`config.mk`:
```
export PLATFORM = sky130hd
export DESIGN_NAME = shader_profile_keyword_scanner_unit
export DESIGN_NICKNAME = d
export VERILOG_FILES = /design/src/rtl/skps_pkg.sv /design/src/rtl/shader_profile_keyword_scanner_unit.sv /design/src/rtl/skps_front.sv /design/src/rtl/skps_queue.sv /design/src/rtl/skps_back.sv
export SDC_FILE = /design/constraint.sdc
export NUM_CORES = 1
export LEC_CHECK = 0
export ABC_AREA = 1
export BUFFER_PORTS_ARGS = -buffer_cell sky130_fd_sc_hd__buf_2
export CORE_MARGIN = 5
export CORE_UTILIZATION = 30
export DETAILED_ROUTE_END_ITERATION = 6
export MAX_ROUTING_LAYER = met4
export REMOVE_ABC_BUFFERS = 1
export SYNTH_ARGS = -nofsm -noshare
export SYNTH_HDL_FRONTEND = slang
export SYNTH_HIERARCHICAL = 1
export SYNTH_SLANG_ARGS = --single-unit
```
`constraint.sdc`:
```
create_clock -name clk_i -period 4.1 [get_ports clk_i]
set_input_delay 0.205 -clock clk_i [delete_from_list [all_inputs] [get_ports clk_i]]
set_output_delay 0.205 -clock clk_i [all_outputs]
set_load 0.005 [all_outputs]
```
`src/rtl/skps_pkg.sv`:
```
// skps_pkg: shared types, constants and tables of the keyword scanner
// holds the classified byte struct and the modern-feature word list
// no dependencies
`timescale 1ns / 1ps
`default_nettype none

package skps_pkg;

  // scan window and word sizes
  localparam int unsigned SCAN_WINDOW  = 256;
  localparam int unsigned POS_W        = $clog2(SCAN_WINDOW + 1);
  localparam int unsigned MAX_WORD_LEN = 23;
  localparam int unsigned RUN_W        = $clog2(MAX_WORD_LEN + 2);
  localparam int unsigned NUM_WORDS    = 31;
  localparam int unsigned WIDX_W       = $clog2(NUM_WORDS);
  localparam int unsigned WORD_BITS    = MAX_WORD_LEN * 8;

  // version parsing
  localparam int unsigned VER_W          = 17;
  localparam int unsigned VERSION_LIMIT  = 9999;
  localparam int unsigned MODERN_MIN_VER = 450;

  // marker text, first character in the top byte
  localparam int unsigned MARKER_LEN = 8;
  localparam int unsigned MPROG_W    = $clog2(MARKER_LEN);
  localparam logic [MARKER_LEN*8-1:0] MARKER_TEXT = "#version";

  // character codes
  localparam logic [7:0] CH_SPACE = 8'h20;
  localparam logic [7:0] CH_TAB   = 8'h09;
  localparam logic [7:0] CH_HASH  = 8'h23;
  localparam logic [7:0] CH_UNDER = 8'h5F;

  // word list, right justified: last character in the low byte
  localparam logic [WORD_BITS-1:0] WORD_TEXT [NUM_WORDS] = '{
    WORD_BITS'("buffer"), WORD_BITS'("std430"),
    WORD_BITS'("image1D"), WORD_BITS'("image2D"), WORD_BITS'("image3D"),
    WORD_BITS'("imageCube"), WORD_BITS'("image2DRect"), WORD_BITS'("image1DArray"),
    WORD_BITS'("image2DArray"), WORD_BITS'("imageCubeArray"),
    WORD_BITS'("imageBuffer"), WORD_BITS'("iimage1D"), WORD_BITS'("iimage2D"),
    WORD_BITS'("iimage3D"), WORD_BITS'("iimageCube"),
    WORD_BITS'("uimage1D"), WORD_BITS'("uimage2D"), WORD_BITS'("uimage3D"),
    WORD_BITS'("uimageCube"), WORD_BITS'("image2DMS"), WORD_BITS'("image2DMSArray"),
    WORD_BITS'("imageLoad"), WORD_BITS'("imageStore"),
    WORD_BITS'("subgroup"), WORD_BITS'({"gl_", "Subgroup"}),
    WORD_BITS'({"gl_", "SUBGROUP_SIZE"}),
    WORD_BITS'("int64_t"), WORD_BITS'({"u", "int64_t"}),
    WORD_BITS'({"GL_ARB_gpu_", "shader_int64"}),
    WORD_BITS'("shared"), WORD_BITS'({"local_", "size_x"})
  };

  localparam logic [RUN_W-1:0] WORD_LEN [NUM_WORDS] = '{
    RUN_W'(6),  RUN_W'(6),
    RUN_W'(7),  RUN_W'(7),  RUN_W'(7),  RUN_W'(9),
    RUN_W'(11), RUN_W'(12), RUN_W'(12), RUN_W'(14),
    RUN_W'(11), RUN_W'(8),  RUN_W'(8),  RUN_W'(8),  RUN_W'(10),
    RUN_W'(8),  RUN_W'(8),  RUN_W'(8),  RUN_W'(10),
    RUN_W'(9),  RUN_W'(14),
    RUN_W'(9),  RUN_W'(10),
    RUN_W'(8),  RUN_W'(11), RUN_W'(16),
    RUN_W'(7),  RUN_W'(8),  RUN_W'(23),
    RUN_W'(6),  RUN_W'(12)
  };

  // classified source byte, carried from front to back
  typedef struct packed {
    logic [7:0]            data;
    logic                  present;
    logic                  last;
    logic                  compute;
    logic                  ident;
    logic                  digit;
    logic                  blank;
    logic [MARKER_LEN-1:0] marker_hit;  // bit k: byte equals marker character k
  } item_t;

  // character r of word w, valid only when r is below the word length
  function automatic logic [7:0] word_char(input logic [WIDX_W-1:0] w,
                                           input logic [RUN_W-1:0]  r);
    logic [RUN_W-1:0]     sel;
    logic [WORD_BITS-1:0] sh;
    sel = WORD_LEN[w] - RUN_W'(1) - r;
    sh  = WORD_TEXT[w] >> {sel, 3'b000};
    return sh[7:0];
  endfunction

endpackage

`default_nettype wire

```
`src/rtl/shader_profile_keyword_scanner_unit.sv`:
```
// shader_profile_keyword_scanner_unit: top level of the keyword scanner
// depends on skps_pkg, skps_front, skps_queue, skps_back
//
//   channel | direction | handshake            | payload
//   in      | input     | in_valid_i/in_stall_o | data_byte, byte_present, last_byte, is_compute
//   out     | output    | out_valid_o/out_stall_i | profile, glsl_version, feature_seen
//
// one source byte per cycle when neither side stalls; the back stage updates all scan state
// and all 31 word matchers for each byte
// the last byte passes the front holding register and the queue before the result register
// a four entry queue lets the input keep flowing while the result is held
// reset is asynchronous and clears control state; no clearing pass is needed
`timescale 1ns / 1ps
`default_nettype none

module shader_profile_keyword_scanner_unit (
  input  wire logic                      clk_i,
  input  wire logic                      rst_ni,
  input  wire logic                      in_valid_i,
  output logic                           in_stall_o,
  input  wire logic [7:0]                data_byte_i,
  input  wire logic                      byte_present_i,
  input  wire logic                      last_byte_i,
  input  wire logic                      is_compute_i,
  output logic                           out_valid_o,
  input  wire logic                      out_stall_i,
  output logic                           profile_o,
  output logic [skps_pkg::VER_W-1:0]     glsl_version_o,
  output logic                           feature_seen_o
);

  logic            q_full;
  logic            push;
  skps_pkg::item_t push_item;
  logic            pop;
  logic            head_vld;
  skps_pkg::item_t head_item;

  // byte intake and classification
  skps_front u_front (
    .clk_i          (clk_i),
    .rst_ni         (rst_ni),
    .in_valid_i     (in_valid_i),
    .in_stall_o     (in_stall_o),
    .data_byte_i    (data_byte_i),
    .byte_present_i (byte_present_i),
    .last_byte_i    (last_byte_i),
    .is_compute_i   (is_compute_i),
    .q_full_i       (q_full),
    .push_o         (push),
    .push_item_o    (push_item)
  );

  // decoupling queue
  skps_queue u_queue (
    .clk_i       (clk_i),
    .rst_ni      (rst_ni),
    .push_i      (push),
    .push_item_i (push_item),
    .full_o      (q_full),
    .pop_i       (pop),
    .head_vld_o  (head_vld),
    .head_item_o (head_item)
  );

  // scanning and result
  skps_back u_back (
    .clk_i          (clk_i),
    .rst_ni         (rst_ni),
    .head_vld_i     (head_vld),
    .head_item_i    (head_item),
    .pop_o          (pop),
    .out_valid_o    (out_valid_o),
    .out_stall_i    (out_stall_i),
    .profile_o      (profile_o),
    .glsl_version_o (glsl_version_o),
    .feature_seen_o (feature_seen_o)
  );

endmodule

`default_nettype wire

```
`src/rtl/skps_front.sv`:
```
// skps_front: input stage, registers each byte and classifies it
// depends on skps_pkg
`timescale 1ns / 1ps
`default_nettype none

module skps_front (
  input  wire logic           clk_i,
  input  wire logic           rst_ni,
  input  wire logic           in_valid_i,
  output logic                in_stall_o,
  input  wire logic [7:0]     data_byte_i,
  input  wire logic           byte_present_i,
  input  wire logic           last_byte_i,
  input  wire logic           is_compute_i,
  input  wire logic           q_full_i,
  output logic                push_o,
  output skps_pkg::item_t     push_item_o
);

  logic            vld_q, vld_d;
  skps_pkg::item_t item_q, item_d;
  logic            accept;

  // stall only while the held item cannot move on
  assign in_stall_o = vld_q & q_full_i;
  assign accept     = in_valid_i & ~in_stall_o;
  assign push_o     = vld_q & ~q_full_i;
  assign push_item_o = item_q;

  // byte classification
  always_comb begin
    item_d         = item_q;
    item_d.data    = data_byte_i;
    item_d.present = byte_present_i;
    item_d.last    = last_byte_i;
    item_d.compute = is_compute_i;
    item_d.ident   = (data_byte_i >= "a" && data_byte_i <= "z") ||
                     (data_byte_i >= "A" && data_byte_i <= "Z") ||
                     (data_byte_i >= "0" && data_byte_i <= "9") ||
                     (data_byte_i == skps_pkg::CH_UNDER);
    item_d.digit   = (data_byte_i >= "0" && data_byte_i <= "9");
    item_d.blank   = (data_byte_i == skps_pkg::CH_SPACE) ||
                     (data_byte_i == skps_pkg::CH_TAB);
    for (int k = 0; k < skps_pkg::MARKER_LEN; k++) begin
      item_d.marker_hit[k] =
        (data_byte_i == skps_pkg::MARKER_TEXT[(skps_pkg::MARKER_LEN-1-k)*8 +: 8]);
    end
  end

  // holding register valid
  assign vld_d = accept | (vld_q & q_full_i);

  always_ff @(posedge clk_i or negedge rst_ni) begin
    if (!rst_ni) begin
      vld_q <= 1'b0;
    end else begin
      vld_q <= vld_d;
    end
  end

  // payload loads on accept only
  always_ff @(posedge clk_i) begin
    if (accept) begin
      item_q <= item_d;
    end
  end

endmodule

`default_nettype wire

```
`src/rtl/skps_queue.sv`:
```
// skps_queue: short queue of classified bytes between front and back
// depends on skps_pkg
`timescale 1ns / 1ps
`default_nettype none

module skps_queue (
  input  wire logic            clk_i,
  input  wire logic            rst_ni,
  input  wire logic            push_i,
  input  wire skps_pkg::item_t push_item_i,
  output logic                 full_o,
  input  wire logic            pop_i,
  output logic                 head_vld_o,
  output skps_pkg::item_t      head_item_o
);

  localparam int unsigned DEPTH = 4;
  localparam int unsigned PTR_W = $clog2(DEPTH);
  localparam int unsigned CNT_W = $clog2(DEPTH + 1);

  skps_pkg::item_t   mem_q [DEPTH];
  logic [PTR_W-1:0]  wr_ptr_q, wr_ptr_d;
  logic [PTR_W-1:0]  rd_ptr_q, rd_ptr_d;
  logic [CNT_W-1:0]  cnt_q, cnt_d;

  assign full_o      = (cnt_q == CNT_W'(DEPTH));
  assign head_vld_o  = (cnt_q != '0);
  assign head_item_o = mem_q[rd_ptr_q];

  // pointer and fill count update
  always_comb begin
    wr_ptr_d = wr_ptr_q;
    rd_ptr_d = rd_ptr_q;
    cnt_d    = cnt_q;
    if (push_i) begin
      wr_ptr_d = wr_ptr_q + PTR_W'(1);
    end
    if (pop_i) begin
      rd_ptr_d = rd_ptr_q + PTR_W'(1);
    end
    if (push_i && !pop_i) begin
      cnt_d = cnt_q + CNT_W'(1);
    end else if (!push_i && pop_i) begin
      cnt_d = cnt_q - CNT_W'(1);
    end
  end

  always_ff @(posedge clk_i or negedge rst_ni) begin
    if (!rst_ni) begin
      wr_ptr_q <= '0;
      rd_ptr_q <= '0;
      cnt_q    <= '0;
    end else begin
      wr_ptr_q <= wr_ptr_d;
      rd_ptr_q <= rd_ptr_d;
      cnt_q    <= cnt_d;
    end
  end

  // entry storage
  always_ff @(posedge clk_i) begin
    if (push_i) begin
      mem_q[wr_ptr_q] <= push_item_i;
    end
  end

endmodule

`default_nettype wire

```
`src/rtl/skps_back.sv`:
```
// skps_back: scanner state, version parse, word matching and result register
// depends on skps_pkg
`timescale 1ns / 1ps
`default_nettype none

module skps_back (
  input  wire logic                          clk_i,
  input  wire logic                          rst_ni,
  input  wire logic                          head_vld_i,
  input  wire skps_pkg::item_t               head_item_i,
  output logic                               pop_o,
  output logic                               out_valid_o,
  input  wire logic                          out_stall_i,
  output logic                               profile_o,
  output logic [skps_pkg::VER_W-1:0]         glsl_version_o,
  output logic                               feature_seen_o
);

  typedef enum logic [1:0] {
    PH_SEARCH,
    PH_BLANK,
    PH_DIGITS,
    PH_DONE
  } phase_e;

  localparam logic [skps_pkg::NUM_WORDS-1:0] ALL_WORDS = '1;

  logic [skps_pkg::POS_W-1:0]     pos_q, pos_d;
  logic                           prev_q, prev_d;
  logic [skps_pkg::MPROG_W-1:0]   mprog_q, mprog_d;
  phase_e                         phase_q, phase_d;
  logic [skps_pkg::VER_W-1:0]     ver_q, ver_d;
  logic [skps_pkg::RUN_W-1:0]     run_q, run_d;
  logic [skps_pkg::NUM_WORDS-1:0] alive_q, alive_d;
  logic                           flag_q, flag_d;

  logic                           out_vld_q, out_vld_d;
  logic                           out_prof_q, out_prof_d;
  logic [skps_pkg::VER_W-1:0]     out_ver_q, out_ver_d;
  logic                           out_feat_q, out_feat_d;

  logic [skps_pkg::NUM_WORDS-1:0] cur_match;
  logic [skps_pkg::NUM_WORDS-1:0] len_eq_cur;
  logic [skps_pkg::NUM_WORDS-1:0] len_eq_nxt;
  logic                           close_cur;
  logic                           close_nxt;
  logic                           flag_fin;
  logic [skps_pkg::VER_W-1:0]     ver_x10;
  logic [skps_pkg::VER_W-1:0]     dig;
  skps_pkg::item_t                it;

  assign it = head_item_i;

  // a last item needs the result register free or draining
  assign pop_o = head_vld_i & (~it.last | ~out_vld_q | ~out_stall_i);

  // per-word prefix test on the current run position
  always_comb begin
    for (int w = 0; w < skps_pkg::NUM_WORDS; w++) begin
      cur_match[w] = (run_q < skps_pkg::RUN_W'(skps_pkg::MAX_WORD_LEN)) &&
                     (run_q < skps_pkg::WORD_LEN[w]) &&
                     (skps_pkg::word_char(skps_pkg::WIDX_W'(w), run_q) == it.data);
      len_eq_cur[w] = (skps_pkg::WORD_LEN[w] == run_q);
    end
  end

  // length test on the updated run, for the close at end of source
  always_comb begin
    for (int w = 0; w < skps_pkg::NUM_WORDS; w++) begin
      len_eq_nxt[w] = (skps_pkg::WORD_LEN[w] == run_d);
    end
  end

  // whole-word hit when a run closes
  assign close_cur = (run_q != '0) && |(alive_q & len_eq_cur);
  assign close_nxt = (run_d != '0) && |(alive_d & len_eq_nxt);
  assign flag_fin  = flag_d | close_nxt;

  assign ver_x10 = (ver_q << 3) + (ver_q << 1);
  assign dig     = skps_pkg::VER_W'(it.data[3:0]);

  // scan of one present byte
  always_comb begin
    pos_d   = pos_q;
    prev_d  = prev_q;
    mprog_d = mprog_q;
    phase_d = phase_q;
    ver_d   = ver_q;
    run_d   = run_q;
    alive_d = alive_q;
    flag_d  = flag_q;
    if (head_vld_i && it.present) begin
      // marker search and version parse
      case (phase_q)
        PH_SEARCH: begin
          if (pos_q < skps_pkg::POS_W'(skps_pkg::SCAN_WINDOW)) begin
            if (mprog_q != '0 && it.marker_hit[mprog_q]) begin
              if (mprog_q == skps_pkg::MPROG_W'(skps_pkg::MARKER_LEN - 1)) begin
                phase_d = PH_BLANK;
                mprog_d = '0;
              end else begin
                mprog_d = mprog_q + skps_pkg::MPROG_W'(1);
              end
            end else if (it.marker_hit[0] && !prev_q) begin
              mprog_d = skps_pkg::MPROG_W'(1);
            end else begin
              mprog_d = '0;
            end
          end
        end
        PH_BLANK: begin
          if (it.blank) begin
            phase_d = PH_BLANK;
          end else if (it.digit) begin
            ver_d   = dig;
            phase_d = PH_DIGITS;
          end else begin
            phase_d = PH_DONE;
          end
        end
        PH_DIGITS: begin
          if (it.digit) begin
            ver_d = ver_x10 + dig;
            if (ver_d > skps_pkg::VER_W'(skps_pkg::VERSION_LIMIT)) begin
              phase_d = PH_DONE;
            end
          end else begin
            phase_d = PH_DONE;
          end
        end
        default: begin
          phase_d = phase_q;
        end
      endcase
      // identifier runs
      if (it.ident) begin
        alive_d = alive_q & cur_match;
        run_d   = (run_q < skps_pkg::RUN_W'(skps_pkg::MAX_WORD_LEN)) ?
                  run_q + skps_pkg::RUN_W'(1) :
                  skps_pkg::RUN_W'(skps_pkg::MAX_WORD_LEN + 1);
      end else begin
        flag_d  = flag_q | close_cur;
        run_d   = '0;
        alive_d = ALL_WORDS;
      end
      prev_d = it.ident;
      pos_d  = (pos_q < skps_pkg::POS_W'(skps_pkg::SCAN_WINDOW)) ?
               pos_q + skps_pkg::POS_W'(1) : skps_pkg::POS_W'(skps_pkg::SCAN_WINDOW);
    end
  end

  // result register
  always_comb begin
    out_vld_d  = out_vld_q & out_stall_i;
    out_prof_d = out_prof_q;
    out_ver_d  = out_ver_q;
    out_feat_d = out_feat_q;
    if (pop_o && it.last) begin
      out_vld_d  = 1'b1;
      out_ver_d  = ver_d;
      out_feat_d = flag_fin;
      out_prof_d = (ver_d >= skps_pkg::VER_W'(skps_pkg::MODERN_MIN_VER)) &&
                   (it.compute || flag_fin);
    end
  end

  // scanner state, cleared after each source
  always_ff @(posedge clk_i or negedge rst_ni) begin
    if (!rst_ni) begin
      pos_q     <= '0;
      prev_q    <= 1'b0;
      mprog_q   <= '0;
      phase_q   <= PH_SEARCH;
      ver_q     <= '0;
      run_q     <= '0;
      alive_q   <= ALL_WORDS;
      flag_q    <= 1'b0;
      out_vld_q <= 1'b0;
    end else begin
      out_vld_q <= out_vld_d;
      if (pop_o && it.last) begin
        pos_q   <= '0;
        prev_q  <= 1'b0;
        mprog_q <= '0;
        phase_q <= PH_SEARCH;
        ver_q   <= '0;
        run_q   <= '0;
        alive_q <= ALL_WORDS;
        flag_q  <= 1'b0;
      end else if (pop_o) begin
        pos_q   <= pos_d;
        prev_q  <= prev_d;
        mprog_q <= mprog_d;
        phase_q <= phase_d;
        ver_q   <= ver_d;
        run_q   <= run_d;
        alive_q <= alive_d;
        flag_q  <= flag_d;
      end
    end
  end

  // result payload
  always_ff @(posedge clk_i) begin
    out_prof_q <= out_prof_d;
    out_ver_q  <= out_ver_d;
    out_feat_q <= out_feat_d;
  end

  assign out_valid_o    = out_vld_q;
  assign profile_o      = out_prof_q;
  assign glsl_version_o = out_ver_q;
  assign feature_seen_o = out_feat_q;

endmodule

`default_nettype wire

```
# After elaboration in Yosys (flattened, before gate mapping)
# Memory sizes are Yosys's and may differ from the RTL's.
# Index checks and enable logic that the tools add are counted.
[word_totals] n_memories=1 mem_bits_rw=88 regBits=119
[mem_list] memory="u_queue.mem_q" depth=4 word_bits=22 rd=1 rd_ports_with_merged_regs=0 wr=1 line_no="skps_queue.sv:21" rtl="skps_pkg::item_t mem_q [DEPTH];"
[classes] n_addsub=19 n_eq_ne=70 n_mux=53 order_cmp=20 n_bitwise=18 n_reduce_logical=76 shift=31
[op_table] operator="63-bit by 8-bit right shift with 8-bit output (first input constant)" n=8
[op_table] operator="95-bit by 8-bit right shift with 8-bit output (first input constant)" n=3
[op_table] operator="87-bit by 8-bit right shift with 8-bit output (first input constant)" n=3
[op_table] operator="8-bit equality test" n=31
[op_table] operator="79-bit by 8-bit right shift with 8-bit output (first input constant)" n=3
[op_table] operator="111-bit by 8-bit right shift with 8-bit output (first input constant)" n=2
[op_table] operator="55-bit by 8-bit right shift with 8-bit output (first input constant)" n=4
[op_table] operator="71-bit by 8-bit right shift with 8-bit output (first input constant)" n=3
[op_table] operator="183-bit by 8-bit right shift with 8-bit output (first input constant)" n=1
[op_table] operator="47-bit by 8-bit right shift with 8-bit output (first input constant)" n=3
[op_table] operator="127-bit by 8-bit right shift with 8-bit output (first input constant)" n=1
[op_table] operator="31-bit two-way mux" n=4
[op_table] operator="17-bit two-way mux" n=6
[op_table] operator="31-bit bitwise AND" n=3
[op_table] operator="8-bit by 7-bit equality test with 1-bit output (second input constant)" n=8
[op_table] operator="31-bit OR reduction" n=2
[op_table] operator="4-bit by 5-bit equality test with 1-bit output (first input constant)" n=12
[op_table] operator="1-bit logical AND" n=52
[op_table] operator="9-bit two-way mux" n=4
[op_table] operator="17-bit one-hot mux with 2 select lines" n=1
[op_table] operator="5-bit by 4-bit less-than comparator with 1-bit output (second input constant)" n=6
[op_table] operator="4-bit by 5-bit subtractor with 5-bit output (first input constant)" n=6
[op_table] operator="3-bit two-way mux" n=9
[op_table] operator="5-bit two-way mux" n=5
[op_table] operator="45 further kinds" n=107

# Depth between registers and ports, before layout
# Gate-level depths: netlist of run 1.
[logic_depth] depth_word=13 ltp_mapped=29 mapped_depth_nobuf=25

# Cells and area by module
# The synthesis of run 1 kept the hierarchy.
[by_module_without_submodules] mod="skps_back" cells_each=2025 instances=1 area_per_inst_um2=11606.1
[by_module_without_submodules] mod="skps_queue" cells_each=305 instances=1 area_per_inst_um2=4045.1
[by_module_without_submodules] mod="skps_front" cells_each=77 instances=1 area_per_inst_um2=910.9

# Worst setup path after synthesis of run 1
# No wires, ideal clock.
[synth_path] path_kind="reg2reg" from="register u_queue.rd_ptr_q[0]" to="register u_back.out_prof_q (netlist: u_back/profile_o), data pin" setup_ns=0.249 t_required_ns=3.851 t_arrival_ns=3.464 stages_incl_launch_ff=23 setup_slack_ns=0.387 path_cell_list="dfrtp_1 buf_6 buf_6 o211ai_1 nand2_1 fa_1 inv_1 fa_1 o21ai_0 nand2_1 nand2_1 nand2_1 nand2_1 nand3_1 nand2_1 xor2_1 nand2_1 a22oi_1 nand2_1 nor3_1 nand3_1 nand2_1 inv_1"
[synth_lines] item="from (decl)" line_no="skps_queue.sv:23" rtl="logic [PTR_W-1:0] rd_ptr_q, rd_ptr_d;"
[synth_lines] item="from (signal assigned)" line_no="skps_queue.sv:55" rtl="rd_ptr_q <= rd_ptr_d;"
[synth_lines] item="to (signal assigned)" line_no="skps_back.sv:205" rtl="out_prof_q <= out_prof_d;"
[synth_lines] item="to (decl)" line_no="skps_back.sv:38" rtl="logic out_prof_q, out_prof_d;"

==> results of run 1 <==
==> worst max-delay path, stage by stage, from the launching register on <==
cell      delay (ns)
dfrtp_2         0.46
o211ai_1        0.20
nand2_1         0.12
fa_1            0.57
inv_1           0.07
fa_1            0.46
o21ai_0         0.18
buf_4           0.14
nand2_1         0.04
nand2_1         0.05
nand2_1         0.06
nand2_2         0.09
a21o_1          0.15
xnor2_1         0.15
nand2_1         0.08
a22oi_1         0.19
inv_1           0.12
nor3_2          0.15
nand3_1         0.09
nand2_1         0.08
inv_1           0.04
==> area by class of cell <==
cell class              count  area [µm²]  share of cell area
inverters                 242       910.9             0.04927
clock inverters            10       105.1            0.005685
multi-input cells        1845        9173              0.4961
flip-flops and latches    207        5866              0.3173
well taps                 704       880.8             0.04764
repair buffers            122       894.6             0.04839
clock buffers              34       658.1             0.03560
==> registers in the layout (all words and copies together), names as in the netlist, 3 cells and up <==
name,count
u_back/glsl_version_o,17
u_back/pos_q,9
u_front/push_item_o,22
u_back/alive_q,31
u_queue/cnt_q,3
u_back/run_q,5
u_back/ver_q,17
u_queue/mem_q,88
u_back/mprog_q,3
==> power groups by stage <==
| stage | Sequential (mW) | Combinational, mW | Clock (mW) |
|---|---|---|---|
| 5_1_grt | 3.34 | 11.4 | 2.20 |
| 6_report | 3.28 | 10.2 | 2.06 |
| 4_1_cts | 3.28 | 10.1 | 2.10 |
| 3_5_place_dp | 3.31 | 10.1 | 0 |
| 3_3_place_gp | 3.30 | 10.0 | 0 |
| 2_1_floorplan | 3.40 | 6.49 | 0 |
==> what timing repair did <==
action / in CTS / in global routing
endpoints found under the setup margin: 0 / 1
hold buffers: 14 / 0
hold endpoints to repair: 53 / 0
gates resized for setup: 0 / 4
==> worst paths after layout <==
path | startpoint | end | slack [ns] | cells past startpoint
min in group clk_i | byte_present_i | u_front/push_item_o[13] | 0.38 | 2
max in group asynchronous | rst_ni | u_back/alive_q[4] | 2.88 | 3
setup reg to reg | u_queue/rd_ptr_q[0] | u_back/profile_o | 0.32 | 20
hold reg to reg | u_queue/cnt_q[2] | u_queue/cnt_q[2] | 0.48 | 2
setup / recovery | u_queue/rd_ptr_q[0] | u_back/profile_o | 0.32 | 20
hold / removal | rst_ni | u_queue/cnt_q[2] | 0.27 | 2
==> logic make-up (layout without fill, tap and decap cells) <==
family	Yosys count	after routing
AO/OA/AOI/OAI	294	294
adder cells (fa/ha/maj)	73	73
flip-flops	207	207
AND/OR/NAND/NOR	1452	1452
buffers and inverters	355	408
multiplexers	1	1
XOR/XNOR	25	25
==> cells in the mapped netlist, drive strengths merged (2+ instances only) <==
cell type	instances	share of area
o211ai	50	0.028
or2	3	0.0011
nand4	65	0.025
nand3	289	0.088
o22ai	26	0.0098
xnor2	4	0.0021
clkinv	4	0.00091
o21a	3	0.0014
o31ai	5	0.0023
a21o	2	0.00091
nor2	215	0.051
inv	238	0.054
a21boi	4	0.0020
nor4	4	0.0015
ha	70	0.053
o21ai	124	0.038
fa	3	0.0036
dfstp	31	0.049
a21oi	61	0.020
o32ai	2	0.0011
buf	67	0.028
nor3	21	0.0063
nand2	849	0.20
dfrtp	47	0.071
xor2	21	0.011
o2111ai	3	0.0016
a31oi	4	0.0015
a22oi	6	0.0027
nand3b	4	0.0018
clkbuf	46	0.011
edfxtp	129	0.23
==> metal layers <==
layer  GRT usage  vias to the layer above  wire length [µm]
met1      0.2379                     7515             23540
met5           -                        -                 0
met4     0.05924                        0              2101
met3     0.02352                      149              4099
li1            -                     8052                 -
met2      0.2833                      673             24340
==> out/results.ini, run 1 <==
[sta]
tns_ns = 0
max_slew_margin = 0.2770
min_period_over_period = 0.9207
worstMarginPinSlew_ns = 1.083
fin_crit_ns = 3.775
clock_skew_ns = 0.02596
holdWs_ns = 0.2733
hold_violations = 0
rsz0062_at_grt = no
max_freq_mhz = 264.9
worst_slack_ns = 0.3249
setup_viol = 0
slew_viol_final = 0

[run_status]
status = completed

[clock_tree]
cts.htree.levels = 1
post-cts-setup-buffers = 0
clock_latency_ns = 0.54
clk_pin_slew_ns = 0.06
cts_sinks = 207
clockBufferDepth = 3
cts_buffers = 24
cts_root_buf = clkbuf_16
tritoncts = yes

[synth]
synthMuxAreaShare = 0.0006044
synth.avg_cell_area_um2 = 6.881
synthSimpleGateAreaFrac = 0.3710
synthCells = 2407
async_flop_share = 0.3768
synth_edf_count = 129
yosysUniqueCellTypes = 57
ys_seq_elements = 207
synth_top_family_by_area = simple AND/OR/NAND/NOR gates
ys_warn_count = 6
synth-main-ff-cell = edfxtp_1
synth_compound_area_frac = 0.1111
ys_seq_area_frac = 0.3541
synth-adder-area-share = 0.05651
synth_xor_area_frac = 0.01322
syn_area_mm2 = 0.01656

[worst_setup_path]
required_ns = 4.38
crit_type = register to register
cp.arrival_ns = 4.05
start_kind = register
cp_max_fo = 9
end_kind = register

[final_layout]
final_nets = 2530
layout_commonest_cell = nand2_1
final_cell_mix = 830 x nand2_1, 287 x nand3_1, 225 x inv_1, 206 x nor2_1, 129 x edfxtp_1
area_delta_synth_final_pct = 11.63
drive_above_1_share = 0.09959
fin_util = 0.3369
fill_cells = 5935
layoutNonFillerInstCount = 3164
fin_area_mm2 = 0.01849
n_antenna_cell = 0

[die]
die_w_um = 245.0
fp-row-count = 86
core_mm2 = 0.05488
ios = 36
die-area_mm2 = 0.06001
die_h_um = 245.0
initial_core_util = 0.3018

[pwr]
p_per_area_mw_per_mm2 = 842.1
combPwrFrac = 0.657
peakVddDrop_mv = 0.4970
switching_share = 0.5335
power_mw = 15.57
intPower_mw = 7.263
p_clk_frac = 0.132
p_seq_frac = 0.210
p_sw_mw = 8.306
leakage_nw = 8.925

[global_routing]
grt_max_degree = 59
antenna_found_initial = 0
track_usage = 0.1787
grt_overflow = 0
grt_pass1_vias = 15454
grt_pass1_wl_um = 85130

[min_path]
worstHoldPathType = input port to asynchronous set/reset pin

[detailed_routing]
first_iter_violations = 1570
antenna_left = 0
drc = 0
drt_first_pass_iters = 6
dr_total_vias = 16389
routed_wl_um = 54080
wire_per_inst_um = 17.09
vias_per_cell = 5.180

[placement]
dp_hpwl_um = 38200
dpl_cell_area_mm2 = 0.01757
gp_congestion = 0.9446
io_buffers = 35
dp_slack_ns = 0.2552
post-place-cells = 3106

[job]
cap_viol_max_count = 0

(Power assumes the default switching activity.)
==> run 2: changes to the inputs <==
--- a/config.mk
+++ b/config.mk
@@ -5,7 +5,6 @@
 export SDC_FILE = /design/constraint.sdc
 export NUM_CORES = 1
 export LEC_CHECK = 0
-export ABC_AREA = 1
 export BUFFER_PORTS_ARGS = -buffer_cell sky130_fd_sc_hd__buf_2
 export CORE_MARGIN = 5
 export CORE_UTILIZATION = 30
==> run 2 against run 1 <==
  * Sequential cell count unchanged
  * Synthesized area increased by 1.6%
  * Non-clock buffer count increased by 178
  * Highest routed layer unchanged
  * The flow now finishes with violations (negative setup slack)
  * Clock power decreased by 7%
  * Critical path type unchanged
  * Core utilization increased by 3.1 points
  * First-iteration DRC count increased by 1.5%
  * Hold slack got worse by 0.25 ns
  * Critical endpoint unchanged
  * Sequential power increased by 1%
==> out/results.ini, run 2 <==
[min_path]
min_path_cells = 1
worstHoldPathType = input port to register
min_to = u_front/push_item_o[18]
hold_start = data_byte_i[4]

[synth]
netlist_top_cells_count = 161 x nand2_1, 129 x edfxtp_1, 129 x nor2_1, 118 x a21oi_1, 115 x clkbuf_1
synthSimpleGateAreaFrac = 0.2200
synth.avg_cell_area_um2 = 8.924
synth_top_family_by_area = compound AO/OA/AOI/OAI gates
synthMuxAreaShare = 0.05263
synth_edf_count = 129
ys_top_cells_by_area = edfxtp_1 23%, dfrtp_1 7.0%, ha_1 5.2%
syn_area_mm2 = 0.01683
synthCells = 1886
synth-main-ff-cell = edfxtp_1
ys_warn_count = 6
yosysTopAreaCell = edfxtp_1
synth_xor_area_frac = 0.04423
post-synth-top-count-cell = nand2_1
yosysUniqueCellTypes = 95
synth_compound_area_frac = 0.2273
ys_seq_elements = 207
yosys.area.top_type_share = 0.2302
ys_seq_area_frac = 0.3484
synth-adder-area-share = 0.05561
async_flop_share = 0.3768

[sta]
worst_slack_ns = -0.5617
slew_viol_final = 0
max_freq_mhz = 214.5
worstMarginPinSlew_ns = 1.107
hold_violations = 0
fin_crit_ns = 4.662
setup_viol = 3
clock_skew_ns = 0.01218
rsz0062_at_grt = yes
max_slew_margin = 0.2588
min_period_over_period = 1.137

[global_routing]
antenna_found_initial = 0
grt_pass1_wl_um = 96010
track_usage = 0.2036
grt_max_degree = 90
grt_pass1_vias = 15932
grt_overflow = 0

[worst_setup_path]
r2r_end = u_back/profile_o
ff2ff_path_depth = 14
crit_type = register to register
required_ns = 4.35
start_kind = register
r2r-start = u_queue/rd_ptr_q[0]
cp_max_fo = 4
reg2reg_slack_ns = -0.56
end_kind = register
cp.arrival_ns = 4.91

[final_layout]
fin_area_mm2 = 0.02035
top_register = u_queue/mem_q
fill_cells = 5629
drive_above_1_share = 0.2246
multi_input_area_mm2 = 0.01022
largest_register_ffs = 88
final_nets = 2144
n_antenna_cell = 0
seq_area_mm2 = 0.005871
final_cell_mix = 237 x buf_4, 161 x nand2_1, 129 x nor2_1, 129 x edfxtp_1, 116 x a21oi_1
layout_commonest_cell = buf_4
area_delta_synth_final_pct = 20.93

[clock_tree]
cts.htree.levels = 1
cts_sinks = 207
tritoncts = yes
cts_buffers = 21
clock_latency_ns = 0.50
clockBufferDepth = 3
cts_root_buf = clkbuf_16
clk_pin_slew_ns = 0.06

[pwr]
peakVddDrop_mv = 0.3785
p_seq_frac = 0.210
leakage_nw = 7.952
switching_share = 0.4816
power_mw = 15.78
combPwrFrac = 0.668
p_per_area_mw_per_mm2 = 775.4
intPower_mw = 8.182
p_sw_mw = 7.601
p_clk_frac = 0.122

[die]
die-area_mm2 = 0.06094
fp-row-count = 86
ios = 36
die_h_um = 246.9
die_w_um = 246.9
initial_core_util = 0.3043
core_mm2 = 0.05531

[detailed_routing]
drt_first_pass_iters = 6
antenna_left = 0
drc = 0
wire_per_inst_um = 22.35
vias_per_cell = 5.874
first_iter_violations = 1593
routed_wl_um = 62970
dr_total_vias = 16554

[placement]
dp_slack_ns = -0.7202
dpl_cell_area_mm2 = 0.01931
gp_congestion = 0.9973
io_buffers = 35
dp_hpwl_um = 45850

[run_status]
violations = negative setup slack
status = finished, violations left

[job]
cap_viol_max_count = 0

[run 2: cell count changes in the layout (fill, tap and decap cells not counted), sizes merged, moves of 29 or more]
| cell | delta |
|---|---|
| buf | +180 |
| nand2b | +40 |
| nor2b | +39 |
| a21oi | +57 |
| o211ai | -29 |
| nor2 | -86 |
| nor4 | +29 |
| inv | -177 |
| nor3 | +38 |
| xnor2 | +54 |
| nand2 | -688 |
| nand3 | -238 |
[run 2: power groups by stage]
stage	sequential, mW	clock [mW]	combinational, mW
after global routing	3.38	2.06	11.3
final	3.32	1.92	10.5
after detailed placement	3.35	0	10.1
after floorplan	3.42	0	5.82
after global placement	3.33	0	10.0
after CTS	3.32	1.97	10.2
[run 2: worst max-delay path by stage]
stage | endpoint | slack, ns | from | cells after the start
after floorplan | u_back/profile_o | -2.07 | u_queue/rd_ptr_q[0] | 14
after CTS | u_back/profile_o | -0.65 | u_queue/rd_ptr_q[0] | 14
final | u_back/profile_o | -0.56 | u_queue/rd_ptr_q[0] | 14
after global routing | u_back/profile_o | -0.70 | u_queue/rd_ptr_q[0] | 14
after global placement | u_back/profile_o | -0.67 | u_queue/rd_ptr_q[0] | 14
after detailed placement | u_back/profile_o | -0.72 | u_queue/rd_ptr_q[0] | 14
[run 2: kinds of logic after synthesis]
group	Yosys count
xor+xnor	85
simple gates	698
compound gates	554
buf+inv	216
fa+ha+maj	73
flops	207
mux	53
[run 2: metal layers]
metal / wire [µm] / vias to the layer above / global-route usage / share of wire
li1: - / 7538 / - / -
met1: 27870 / 8163 / 0.2824 / 0.44
met2: 28580 / 709 / 0.3144 / 0.45
met3: 4523 / 144 / 0.02378 / 0.072
met4: 1997 / 0 / 0.06137 / 0.032
met5: 0 / - / - / 0
[run 2: critical path, stage by stage (launching register included)]
cell      delay, ns
dfrtp_2        0.41
mux4_2         0.55
fa_1           0.49
inv_2          0.09
fa_2           0.23
nor2b_4        0.04
o21ai_2        0.15
a21boi_2       0.09
o2111a_1       0.25
o31a_1         0.30
or3_4          0.39
a32o_2         0.29
or4_1          0.39
or4_1          0.40
o32a_1         0.34
[run 2: what timing repair did]
item,CTS,global route
setup endpoints to repair,6,7
gates resized for setup,16,29
endpoints found under the hold margin,45,0
buffers inserted,4,3
hold buffers,11,0
cloned,0,1
pin swaps,14,17
[run 2: final cells by class]
type / instances / area share
multi-input cells: 1463 / 0.5023
flip-flops and latches: 207 / 0.2884
repair buffers: 300 / 0.1178
well taps: 748 / 0.04598
clock buffers: 26 / 0.02723
inverters: 63 / 0.01180
clock inverters: 11 / 0.006454
[run 2: metrics by stage]
| stage | cells | utilization | hold slack, ns | TNS [ns] |
|---|---|---|---|---|
| after detailed placement | 2762 | 0.3491 | 0.3142 | -1.434 |
| after global placement | 2762 | 0.3491 | 0.3044 | -1.454 |
| final | 2818 | 0.3680 | 0.02095 | -0.7738 |
| after global routing | 2818 | 0.3680 | 0.02095 | -1.460 |
| after floorplan | 1733 | - | -0.09059 | -38.61 |
| after CTS | 2814 | 0.3650 | 0.0009859 | -0.6691 |
